$ cat src/rtl/pumpseq_pkg.sv
// Shared types, codes and reset values for the irrigation pump sequencer.
package pumpseq_pkg;

   localparam int unsigned PctWidth  = 7;
   localparam int unsigned TimeWidth = 32;
   localparam int unsigned CsrIndexWidth = 3;

   typedef enum logic [1:0] {
      KIND_UPDATE    = 2'd0,
      KIND_FORCE_ON  = 2'd1,
      KIND_FORCE_OFF = 2'd2,
      KIND_UNUSED    = 2'd3
   } kind_type;

   typedef enum logic [1:0] {
      MODE_IDLE     = 2'd0,
      MODE_WATERING = 2'd1,
      MODE_COOLDOWN = 2'd2,
      MODE_MANUAL   = 2'd3
   } mode_type;

   typedef enum logic [3:0] {
      EV_NONE       = 4'd0,
      EV_START      = 4'd1,
      EV_WET_STOP   = 4'd2,
      EV_SAFETY     = 4'd3,
      EV_ABORT      = 4'd4,
      EV_MANUAL_END = 4'd5,
      EV_COOL_DONE  = 4'd6,
      EV_FORCED_ON  = 4'd7,
      EV_FORCED_OFF = 4'd8
   } event_type;

   // Register indexes on the configuration port
   localparam logic [CsrIndexWidth-1:0] REG_DRY_THRESHOLD = 3'd0;
   localparam logic [CsrIndexWidth-1:0] REG_WET_THRESHOLD = 3'd1;
   localparam logic [CsrIndexWidth-1:0] REG_MIN_ON_TIME   = 3'd2;
   localparam logic [CsrIndexWidth-1:0] REG_MAX_ON_TIME   = 3'd3;
   localparam logic [CsrIndexWidth-1:0] REG_COOLDOWN_TIME = 3'd4;

   localparam logic [PctWidth-1:0]  DRY_THRESHOLD_RESET = 7'd30;
   localparam logic [PctWidth-1:0]  WET_THRESHOLD_RESET = 7'd60;
   localparam logic [TimeWidth-1:0] MIN_ON_TIME_RESET   = 32'd5000;
   localparam logic [TimeWidth-1:0] MAX_ON_TIME_RESET   = 32'd30000;
   localparam logic [TimeWidth-1:0] COOLDOWN_TIME_RESET = 32'd60000;

   typedef struct packed {
      logic [1:0]           kind;
      logic [TimeWidth-1:0] now_ms;
      logic [PctWidth-1:0]  soil_pct;
      logic                 soil_ok;
      logic [TimeWidth-1:0] manual_duration;
   } req_type;

   typedef struct packed {
      logic                 pump_on;
      logic [1:0]           mode;
      logic [3:0]           event_res;
      logic [TimeWidth-1:0] since_change;
   } rsp_type;

   typedef struct packed {
      logic [PctWidth-1:0]  dry_threshold;
      logic [PctWidth-1:0]  wet_threshold;
      logic [TimeWidth-1:0] min_on_time;
      logic [TimeWidth-1:0] max_on_time;
      logic [TimeWidth-1:0] cooldown_time;
   } cfg_type;

endpackage

$ cat src/rtl/pumpseq_csr.sv
// Configuration register file of the irrigation pump sequencer.
module pumpseq_csr (
   input  logic                                    clock,
   input  logic                                    reset,
   input  logic                                    csr_valid,
   output logic                                    csr_ready,
   input  logic [pumpseq_pkg::CsrIndexWidth-1:0]   csr_index,
   input  logic [pumpseq_pkg::TimeWidth-1:0]       csr_data,
   output pumpseq_pkg::cfg_type                    cfg
);

   pumpseq_pkg::cfg_type cfg_ff;
   pumpseq_pkg::cfg_type cfg_in;

   assign csr_ready = 1'b1;

   always_comb begin
      cfg_in = cfg_ff;
      if (csr_valid) begin
         case (csr_index)
            pumpseq_pkg::REG_DRY_THRESHOLD:
               cfg_in.dry_threshold = csr_data[pumpseq_pkg::PctWidth-1:0];
            pumpseq_pkg::REG_WET_THRESHOLD:
               cfg_in.wet_threshold = csr_data[pumpseq_pkg::PctWidth-1:0];
            pumpseq_pkg::REG_MIN_ON_TIME:   cfg_in.min_on_time   = csr_data;
            pumpseq_pkg::REG_MAX_ON_TIME:   cfg_in.max_on_time   = csr_data;
            pumpseq_pkg::REG_COOLDOWN_TIME: cfg_in.cooldown_time = csr_data;
            default: ;
         endcase
      end
   end

   always_ff @(posedge clock) begin
      if (reset) begin
         cfg_ff.dry_threshold <= pumpseq_pkg::DRY_THRESHOLD_RESET;
         cfg_ff.wet_threshold <= pumpseq_pkg::WET_THRESHOLD_RESET;
         cfg_ff.min_on_time   <= pumpseq_pkg::MIN_ON_TIME_RESET;
         cfg_ff.max_on_time   <= pumpseq_pkg::MAX_ON_TIME_RESET;
         cfg_ff.cooldown_time <= pumpseq_pkg::COOLDOWN_TIME_RESET;
      end else begin
         cfg_ff <= cfg_in;
      end
   end

   assign cfg = cfg_ff;

endmodule

$ cat src/rtl/pumpseq_core.sv
// Sequencer state and the single-pass step logic for one item.
module pumpseq_core (
   input  logic                 clock,
   input  logic                 reset,
   input  pumpseq_pkg::cfg_type cfg,
   input  pumpseq_pkg::req_type item,
   input  logic                 fire,
   output pumpseq_pkg::rsp_type result
);

   pumpseq_pkg::mode_type               mode_ff, mode_in;
   logic                                relay_ff, relay_in;
   logic [pumpseq_pkg::TimeWidth-1:0]   entry_time_ff, entry_time_in;
   logic [pumpseq_pkg::TimeWidth-1:0]   manual_length_ff, manual_length_in;
   logic [pumpseq_pkg::TimeWidth-1:0]   elapsed;
   pumpseq_pkg::event_type              event_code;
   logic                                entered;

   assign elapsed = item.now_ms - entry_time_ff;

   // Next state
   always_comb begin
      mode_in          = mode_ff;
      relay_in         = relay_ff;
      manual_length_in = manual_length_ff;
      entered          = 1'b0;
      event_code       = pumpseq_pkg::EV_NONE;
      case (pumpseq_pkg::kind_type'(item.kind))
         pumpseq_pkg::KIND_UPDATE: begin
            if (!item.soil_ok && mode_ff == pumpseq_pkg::MODE_WATERING) begin
               event_code = pumpseq_pkg::EV_ABORT;
            end else begin
               case (mode_ff)
                  pumpseq_pkg::MODE_MANUAL: begin
                     if (elapsed >= manual_length_ff) begin
                        event_code = pumpseq_pkg::EV_MANUAL_END;
                     end
                  end
                  pumpseq_pkg::MODE_IDLE: begin
                     if (item.soil_ok && item.soil_pct < cfg.dry_threshold) begin
                        event_code = pumpseq_pkg::EV_START;
                     end
                  end
                  pumpseq_pkg::MODE_WATERING: begin
                     // Safety cutoff takes priority over the wet stop
                     if (elapsed >= cfg.max_on_time) begin
                        event_code = pumpseq_pkg::EV_SAFETY;
                     end else if (item.soil_pct > cfg.wet_threshold &&
                                  elapsed >= cfg.min_on_time) begin
                        event_code = pumpseq_pkg::EV_WET_STOP;
                     end
                  end
                  default: begin
                     if (elapsed >= cfg.cooldown_time) begin
                        event_code = pumpseq_pkg::EV_COOL_DONE;
                     end
                  end
               endcase
            end
         end
         pumpseq_pkg::KIND_FORCE_ON:  event_code = pumpseq_pkg::EV_FORCED_ON;
         pumpseq_pkg::KIND_FORCE_OFF: event_code = pumpseq_pkg::EV_FORCED_OFF;
         default: ;
      endcase

      case (event_code)
         pumpseq_pkg::EV_START: begin
            mode_in  = pumpseq_pkg::MODE_WATERING;
            relay_in = 1'b1;
            entered  = 1'b1;
         end
         pumpseq_pkg::EV_WET_STOP, pumpseq_pkg::EV_SAFETY, pumpseq_pkg::EV_ABORT,
         pumpseq_pkg::EV_MANUAL_END, pumpseq_pkg::EV_FORCED_OFF: begin
            mode_in  = pumpseq_pkg::MODE_COOLDOWN;
            relay_in = 1'b0;
            entered  = 1'b1;
         end
         pumpseq_pkg::EV_FORCED_ON: begin
            mode_in          = pumpseq_pkg::MODE_MANUAL;
            relay_in         = 1'b1;
            manual_length_in = item.manual_duration;
            entered          = 1'b1;
         end
         // Cooldown done keeps entry time
         pumpseq_pkg::EV_COOL_DONE: mode_in = pumpseq_pkg::MODE_IDLE;
         default: ;
      endcase
   end

   assign entry_time_in = entered ? item.now_ms : entry_time_ff;

   // Result
   always_comb begin
      result.pump_on      = relay_in;
      result.mode         = mode_in;
      result.event_res    = event_code;
      result.since_change = entered ? '0 : elapsed;
   end

   always_ff @(posedge clock) begin
      if (reset) begin
         mode_ff          <= pumpseq_pkg::MODE_IDLE;
         relay_ff         <= 1'b0;
         entry_time_ff    <= '0;
         manual_length_ff <= '0;
      end else if (fire) begin
         mode_ff          <= mode_in;
         relay_ff         <= relay_in;
         entry_time_ff    <= entry_time_in;
         manual_length_ff <= manual_length_in;
      end
   end

endmodule

$ cat src/rtl/irrigation_pump_sequencer.sv
// Top level of the irrigation pump sequencer: input register, step logic, result register.
//
// Four-state pump controller (idle, watering, cooldown, manual). Each transfer on the
// req_ channel is a sensor update, a force-on with a duration, or a force-off, stamped
// with the free-running millisecond time; each one yields exactly one transfer on the
// rsp_ channel carrying relay state, mode, the event it caused and the time since the
// last state entry. An item is captured in an input register, evaluated by one pass of
// compare and subtract logic against the sequencer state and latched into a result
// register, so the block takes one item per cycle while rsp_ is not stalled. A stall
// on rsp_ holds the result register and then the input register; req_stall rises only
// when both are full. Configuration registers are written over the csr_ port (always
// ready) and should be changed only while no item is in flight. Reset clears the
// sequencer to idle with the pump off and loads the default thresholds and times.
module irrigation_pump_sequencer (
   input  logic                                  clock,
   input  logic                                  reset,
   input  logic                                  req_valid,
   output logic                                  req_stall,
   input  pumpseq_pkg::req_type                  req_data,
   output logic                                  rsp_valid,
   input  logic                                  rsp_stall,
   output pumpseq_pkg::rsp_type                  rsp_data,
   input  logic                                  csr_valid,
   output logic                                  csr_ready,
   input  logic [pumpseq_pkg::CsrIndexWidth-1:0] csr_index,
   input  logic [pumpseq_pkg::TimeWidth-1:0]     csr_data
);

   pumpseq_pkg::cfg_type cfg;
   pumpseq_pkg::req_type req_ff, req_in;
   pumpseq_pkg::rsp_type rsp_ff, rsp_in;
   pumpseq_pkg::rsp_type step_result;
   logic                 req_valid_ff, req_valid_in;
   logic                 rsp_valid_ff, rsp_valid_in;
   logic                 advance;
   logic                 req_take;

   pumpseq_csr u_csr (
      .clock     (clock),
      .reset     (reset),
      .csr_valid (csr_valid),
      .csr_ready (csr_ready),
      .csr_index (csr_index),
      .csr_data  (csr_data),
      .cfg       (cfg)
   );

   pumpseq_core u_core (
      .clock  (clock),
      .reset  (reset),
      .cfg    (cfg),
      .item   (req_ff),
      .fire   (advance),
      .result (step_result)
   );

   // Advance the held item when the result register is empty or being drained
   assign advance   = req_valid_ff && (!rsp_valid_ff || !rsp_stall);
   assign req_stall = req_valid_ff && !advance;
   assign req_take  = req_valid && !req_stall;

   always_comb begin
      req_valid_in = req_take || (req_valid_ff && !advance);
      req_in       = req_take ? req_data : req_ff;
      rsp_valid_in = advance || (rsp_valid_ff && rsp_stall);
      rsp_in       = advance ? step_result : rsp_ff;
   end

   always_ff @(posedge clock) begin
      if (reset) begin
         req_valid_ff <= 1'b0;
         rsp_valid_ff <= 1'b0;
      end else begin
         req_valid_ff <= req_valid_in;
         rsp_valid_ff <= rsp_valid_in;
      end
   end

   // Payload registers hold their value whenever not loaded
   always_ff @(posedge clock) begin
      req_ff <= req_in;
      rsp_ff <= rsp_in;
   end

   assign rsp_valid = rsp_valid_ff;
   assign rsp_data  = rsp_ff;

endmodule

$ cat config.mk
export PLATFORM = sky130hd
export DESIGN_NAME = irrigation_pump_sequencer
export DESIGN_NICKNAME = d
export VERILOG_FILES = /design/src/rtl/pumpseq_pkg.sv /design/src/rtl/pumpseq_csr.sv /design/src/rtl/pumpseq_core.sv /design/src/rtl/irrigation_pump_sequencer.sv
export SDC_FILE = /design/constraint.sdc
export NUM_CORES = 1
export LEC_CHECK = 0
export BUFFER_PORTS_ARGS = -buffer_cell sky130_fd_sc_hd__buf_4
export CAP_MARGIN = 20
export CELL_PAD_IN_SITES_DETAIL_PLACEMENT = 0
export CELL_PAD_IN_SITES_GLOBAL_PLACEMENT = 2
export CORE_UTILIZATION = 40
export CTS_CLUSTER_SIZE = 25
export DETAILED_ROUTE_END_ITERATION = 7
export GPL_TIMING_DRIVEN = 0
export PLACE_DENSITY_LB_ADDON = 0.1
export SLEW_MARGIN = 20
export SYNTH_ARGS = -nofsm -noshare
export SYNTH_HDL_FRONTEND = slang
export SYNTH_SLANG_ARGS = --single-unit
$ cat constraint.sdc
create_clock -name clock -period 12.2 [get_ports clock]
set_input_delay 2.44 -clock clock [delete_from_list [all_inputs] [get_ports clock]]
set_output_delay 2.44 -clock clock [all_outputs]
set_load 0.02 [all_outputs]
==> summary.txt, run 1 <==
Drt
  – Routed len/inst: between 15 and 20 um
  – Total number of vias: 12,243
  – WL final: 44,630 um
  – Antenna Nets Post-Route: 0
  – Initial detailed-routing violation count: slightly below 500
  – Pre-antenna DRT Iters: 4
  – Remaining DRCs: 0
  – Via density: approximately 5.0

Clock network
  – CTS tree: done
  – Clock-pin slew on the worst setup and hold paths: approximately 60 ps
  – CTS buffer count: 35
  – Root buffer cell: clkbuf_16
  – Clk Latency, worst-skew pair: between 500 and 600 ps
  – CTS Hold Bufs: 0
  – Longest Clk Path Bufs: 3
  – Max H-tree Level: 2
  – Post-cts sizing count: 0
  – Clock sinks: 292
  – Setup bufs post-CTS: 0

Critical path
  – Slowest cell on the critical path: o21ai_0
  – R2R setup slack: roughly 4900 ps
  – CP bufs+invs: 1
  – CP max stage delay: ~800 ps
  – Worst Setup End Kind: flip-flop
  – CP Data Arrival Time: 7610 ps
  – R2R cell count: 19
  – CP Cell Sequence: ha_1 -> o21ai_0 -> a211o_1 -> a2111oi_0 -> or2_1 -> a211oi_1 -> o31ai_1 -> xor2_1 -> ha_1 -> a21oi_1 -> o21ai_0 -> o21ai_0 -> a311oi_1 -> nor3_1 -> a21oi_1 -> and3_1 -> a221oi_2 -> buf_2 -> nor2b_1
  – RR Endpoint: rsp_data[12]$_SDFFCE_PP0P_
  – WS Path Type: flip-flop to flip-flop
  – CP startpoint kind: flip-flop
  – Reg2reg start: req_ff[42]$_DFFE_PP_
  – CP top delay family: compound AO/OA/AOI/OAI gates
  – CP dominant cell by count: o21ai_0
  – CP Data Required Time: about 12,000 ps
  – Crit path max fanout: 10

Die
  – Die height: slightly below 200 um
  – Core area: 37,930 um^2
  – Die area: 39,540 um^2
  – Die Width: 198.8 um
  – Initial Util: between 40% and 50%
  – # rows: 71
  – # IOs: 156

Timing
  – Max-slew headroom: roughly 30%
  – Hold Slack: 452.8 ps
  – Final Hold Vio Count: 0
  – Final WS setup: between 4000 and 5000 ps
  – Worst-Margin Slew: between 1000 and 1500 ps
  – Clock Skews: 12.57 ps
  – Final setup TNS: 0 ps
  – RSZ-0062 raised after global routing: no
  – F_max: 0.1363 GHz
  – Fin crit share: around 60%
  – Setup violators final: 0
  – Final-report max-slew violation count: 0
  – Minimum clock period: between 7000 and 8000 ps

Final layout
  – Total area of sequential cells: around 7000 um^2
  – Most frequent cells in the layout: 307 x nand2_1, 182 x a21oi_1, 180 x inv_1
  – Post-route cell area: 18,540 um^2
  – Diodes inserted: 0
  – Synth-to-Final Area Change: 19.64%
  – FILL cells: roughly 3,700
  – Commonest non-fill, non-tap cell in the layout: nand2_1
  – Final nets: 2,181
  – Share of cells above drive strength 1: around 12%
  – Area of the multi-input gates: 7594 um^2

GRT
  – Number of global-route vias before repair: roughly 12,000
  – First-pass GRT wire length: 68,200 um
  – GR Overflow Total: 0
  – Largest net degree at the start of global routing: 24
  – Total GRT Usage: between 20% and 30%
  – Initial antenna violation count: 1

Pwr
  – Peak supply drop: approximately 0.000092 V
  – Clock power share: just under 40%
  – P_sw: about 760 uW
  – Sequential share of power: between 40% and 50%
  – Int Power: ~1900 uW
  – Net Sw Frac: 28.59%
  – Pwr dens: between 100 and 150 nW/um^2
  – Power, Total: about 2600 uW
  – Comb pwr share: 20.1%
  – Leak Pwr: 0.007256 uW

Synth
  – Yosys reg bits: ~290
  – Seq/Total Area, Yosys: about 45%
  – FFs w/ async S/R, synth: 0%
  – Unique masters post-synth: 64
  – Mean post-synth cell area: 9.121 um^2
  – Post-Syn Nets: 1,986
  – Post-Syn Area: around 15,000 um^2
  – Synth warn: 0
  – Primary FF master, synth: dfxtp_1
  – Mapped Cells: roughly 1,700
  – Post-synth EDFFs: 113

Placement
  – GPL Wtd Cong: around 0.84
  – Port Buffers: 153
  – DP HPWL: between 30,000 and 40,000 um
  – Placed Area: roughly 17,000 um^2
  – Pre-CTS setup slack: 4981 ps

Min path
  – WHS Path Cells: 2
  – Worst hold endpoint: u_csr.cfg[51]$_SDFFE_PP0P_
  – Hold wc startpoint: u_csr.cfg[51]$_SDFFE_PP0P_
  – Hold crit path type: flip-flop to flip-flop

Status
  – Outcome: completed

Flow run
  – Maxcap violations: 0
final cells by class:
class / count / area share (%)
clock buffer: 50 / 5.419
inverter: 181 / 3.664
timing repair buffer: 158 / 6.937
buffer: 60 / 1.377
clock inverter: 12 / 0.5669
sequential: 292 / 37.63
multi-input combinational: 1166 / 40.96
tap: 511 / 3.449
layer usage:
layer	GRT usage (%)	wire, um
met5	0	0
met3	4.188	1945
met2	36.34	20010
met4	5.812	842
met1	32.37	21840
sequential cells by signal, indices dropped and copies added, names as in the netlist, 2 cells and up:
| signal | cells |
|---|---|
| req_ff | 74 |
| rsp_data | 39 |
| u_core.entry_time_ff | 32 |
| u_core.manual_length_ff | 32 |
| u_core.mode_ff | 2 |
| u_csr.cfg | 110 |
through the flow:
step | instances | util (%)
after CTS | 2430 | 48.88
final | 2430 | 48.88
after global placement | 2363 | 45.57
after detailed placement | 2368 | 45.95
after global routing | 2430 | 48.88
after floorplan | 1699 | -
cells in the mapped netlist, drive strengths merged, types with 5 or more instances:
library cell,number,area share [%]
a2111oi,5,0.28
a211o,11,0.62
a211oi,16,0.86
a21o,13,0.63
a21oi,182,5.9
a31oi,8,0.42
and3,8,0.32
and4,5,0.28
buf,14,0.53
clkbuf,46,1.1
dfxtp,179,23
edfxtp,113,22
ha,172,14
inv,181,4.4
mux2i,35,2.3
nand2,307,7.4
nand2b,83,3.4
nand3,21,0.68
nand3b,20,0.97
nand4,16,0.65
nor2,66,1.6
nor2b,35,1.4
nor3,14,0.48
o211ai,10,0.48
o21a,9,0.44
o21ai,47,1.5
o21bai,7,0.34
o31ai,5,0.24
xnor2,18,1.0
xor2,10,0.57
kinds of logic after synthesis:
group	count (synthesis)	share of synthesized area, %
AO/OA/AOI/OAI	336	13.08
adder cells (fa/ha/maj)	173	14.02
AND/OR/NAND/NOR	593	17.99
flip-flops	292	45.02
other	1	0.02420
multiplexers	35	2.261
buffers and inverters	241	6.031
XOR/XNOR	28	1.582
tightest hold or removal path, stage by stage, from the launching register on:
cell and delay, ps:
dfxtp_1 300, nand2_1 50, a21oi_1 50
power groups by stage:
stage	logic, uW	registers, uW	clock network [uW]
2_1_floorplan	332	1110	0
3_3_place_gp	516	1110	0
3_5_place_dp	532	1100	0
4_1_cts	536	1080	1060
5_1_grt	603	1090	1100
6_report	531	1080	1030
worst max path at each step:
stage,slack (ps),to,cells after the start,from
after floorplan,5700,req_ff[0]$_DFFE_PP_,2,rsp_stall
after global placement,3620,req_ff[42]$_DFFE_PP_,3,rsp_stall
after detailed placement,4980,rsp_data[3]$_SDFFCE_PP0P_,19,req_ff[43]$_DFFE_PP_
after CTS,4940,rsp_data[12]$_SDFFCE_PP0P_,19,req_ff[43]$_DFFE_PP_
after global routing,4330,rsp_data[12]$_SDFFCE_PP0P_,19,req_ff[43]$_DFFE_PP_
final,4860,rsp_data[12]$_SDFFCE_PP0P_,19,req_ff[42]$_DFFE_PP_
Note: power is estimated with default switching activity, not from simulation.
==> run 2, diff against run 1 <==
--- a/config.mk
+++ b/config.mk
@@ -9,7 +9,7 @@
 export CAP_MARGIN = 20
 export CELL_PAD_IN_SITES_DETAIL_PLACEMENT = 0
 export CELL_PAD_IN_SITES_GLOBAL_PLACEMENT = 2
-export CORE_UTILIZATION = 40
+export CORE_UTILIZATION = 34
 export CTS_CLUSTER_SIZE = 25
 export DETAILED_ROUTE_END_ITERATION = 7
 export GPL_TIMING_DRIVEN = 0
==> constraint.sdc (replaced) <==
create_clock -name clock -period 6.16 [get_ports clock]
set_input_delay 1.232 -clock clock [delete_from_list [all_inputs] [get_ports clock]]
set_output_delay 1.232 -clock clock [all_outputs]
set_load 0.02 [all_outputs]
==> summary.txt, run 2 (synthesis results as in run 1) <==
Final layout
  – Final nets: about 2,200
  – Util after Layout: a little over two fifths
  – Synth-to-Final Area Change: 21.77%
  – Max FFs per register: 110
  – Post-route cell area: approximately 19,000 um^2
  – Most frequent cells in the layout: 307 x nand2_1, 181 x a21oi_1, 179 x dfxtp_1
  – Commonest non-fill, non-tap cell in the layout: nand2_1
  – Final std cells w/o fill: around 2,500
  – Share of cells above drive strength 1: roughly 13%

Drt
  – WL final: 47,000 um
  – Total number of vias: 12,168
  – Routed len/inst: around 19 um
  – Via density: between 4 and 5
  – Antenna Nets Post-Route: 0
  – Remaining DRCs: 0
  – Pre-antenna DRT Iters: 5
  – Initial detailed-routing violation count: about 550

Die
  – Initial Util: approximately a third
  – Die height: ~220 um
  – Die area: 46,440 um^2
  – # IOs: approximately 160
  – Die Width: about 220 um
  – # rows: 77
  – Core area: approximately 45,000 um^2

Clock network
  – Max H-tree Level: 2
  – CTS buffer count: 35
  – CTS tree: done
  – Clock-pin slew on the worst setup and hold paths: about 60 ps
  – Clk Latency, worst-skew pair: between 500 and 600 ps
  – Clock sinks: roughly 290
  – Longest Clk Path Bufs: 3
  – Root buffer cell: clkbuf_16

Critical path
  – CP startpoint kind: flip-flop
  – Slowest cell on the critical path: nor4_1
  – WS Path Type: flip-flop to flip-flop
  – CP Data Required Time: approximately 6500 ps
  – Worst Setup End Kind: flip-flop
  – CP bufs+invs: 2
  – Crit path max fanout: 10
  – CP top delay family: simple AND/OR/NAND/NOR gates
  – CP Data Arrival Time: a little over 6000 ps
  – CP max stage delay: about 600 ps
  – CP Cell Sequence: ha_1 -> and4_1 -> and3_1 -> a22oi_1 -> nand3_1 -> a21o_1 -> a21oi_1 -> xnor2_2 -> ha_1 -> nand4_1 -> nor4_1 -> o21ai_0 -> a311oi_2 -> nor3_2 -> a21oi_1 -> and3_1 -> a221oi_4 -> buf_4 -> buf_4 -> nor3_1

GRT
  – Largest net degree at the start of global routing: 29
  – Initial antenna violation count: 2
  – First-pass GRT wire length: roughly 72,000 um
  – GR Overflow Total: 0
  – Total GRT Usage: between 20 and 25%
  – Number of global-route vias before repair: roughly 12,000

Timing
  – Max-slew headroom: 32.05%
  – Setup violators final: 0
  – F_max: roughly 0.17 GHz
  – Clock Skews: 13.03 ps
  – Fin crit share: roughly 94%
  – Final WS setup: 372.0 ps
  – Final setup TNS: 0 ps
  – Minimum clock period: roughly 5800 ps
  – Final-report max-slew violation count: 0
  – Final Hold Vio Count: 0
  – Worst-Margin Slew: a little over 1000 ps

Min path
  – Hold crit path type: flip-flop to flip-flop

Placement
  – DP HPWL: around 36,000 um
  – GPL Wtd Cong: 0.8224
  – Port Buffers: 153
  – Placed Area: between 15,000 and 20,000 um^2
  – Inst Count DP: between 2,000 and 2,500
  – Pre-CTS setup slack: -1201 ps

Pwr
  – Leak Pwr: between 0.007 and 0.008 uW
  – Pwr dens: ~280 nW/um^2
  – Peak supply drop: about 0.00017 V

Status
  – Outcome: completed

Flow run
  – Maxcap violations: 0
-- run 2: cell count changes in the layout (fill, tap and decap cells not counted), sizes merged --
cell | previous run | this run
buf | 172 | 184
bufinv | 2 | 0
clkbuf | 96 | 100
clkinv | 10 | 6
diode | 0 | 2
-- run 2: repair_timing --
action | in CTS | in global routing
pin swaps | 4 | 5
setup endpoints to repair | 72 | 68
buffers inserted | 8 | 5
gates resized for setup | 14 | 26
hold buffers | 0 | 0
-- run 2: report_power, final --
group          total [uW]  switching (uW)  internal (uW)
clock network        1960             819           1140
registers            2150            44.9           2100
logic                1130             670            456
total                5230            1530           3700
-- run 2: worst paths after layout --
path / slack, ps / endpoint / cells past startpoint / from
max: 370 / rsp_data[3]$_SDFFCE_PP0P_ / 20 / req_ff[58]$_DFFE_PP_
min: 450 / u_csr.cfg[84]$_SDFFE_PP0P_ / 2 / u_csr.cfg[84]$_SDFFE_PP0P_
max reg2reg: 370 / rsp_data[3]$_SDFFCE_PP0P_ / 20 / req_ff[58]$_DFFE_PP_
min reg2reg: 450 / u_csr.cfg[84]$_SDFFE_PP0P_ / 2 / u_csr.cfg[84]$_SDFFE_PP0P_
-- run 2: final cells by class --
class | instances | area, um^2
well taps | 592 | 740.7
plain buffers | 60 | 257.7
fillers | 4452 | 25730
clock buffers | 54 | 1030
multi-input cells | 1166 | 7819
clock inverters | 6 | 25.02
inverters | 181 | 679.4
repair buffers | 170 | 1339
diodes | 2 | 5.005
flip-flops and latches | 292 | 6977
-- run 2: routing by layer --
metal  track usage (%)  part of all wire, %  vias to the layer above
li1                  -                    -                     6221
met1             28.44                   48                     5683
met2             33.30                   45                      206
met3             3.214                  4.6                       56
met4             5.863                  2.1                        2
met5                 0                0.021                        -
-- run 2: stage by stage --
step	total power [uW]	hold slack (ps)
2_1_floorplan	2850	436.3
3_3_place_gp	3245	441.9
3_5_place_dp	3258	447.7
4_1_cts	5280	455.6
5_1_grt	5532	468.8
6_report	5235	452.5
-- run 2: tightest hold or removal path, delay by kind of cell, from the launching register on --
kind             cells  cell delay [ps]
AO/OA/AOI/OAI        1               50
flip-flops           1              300
AND/OR/NAND/NOR      1               50
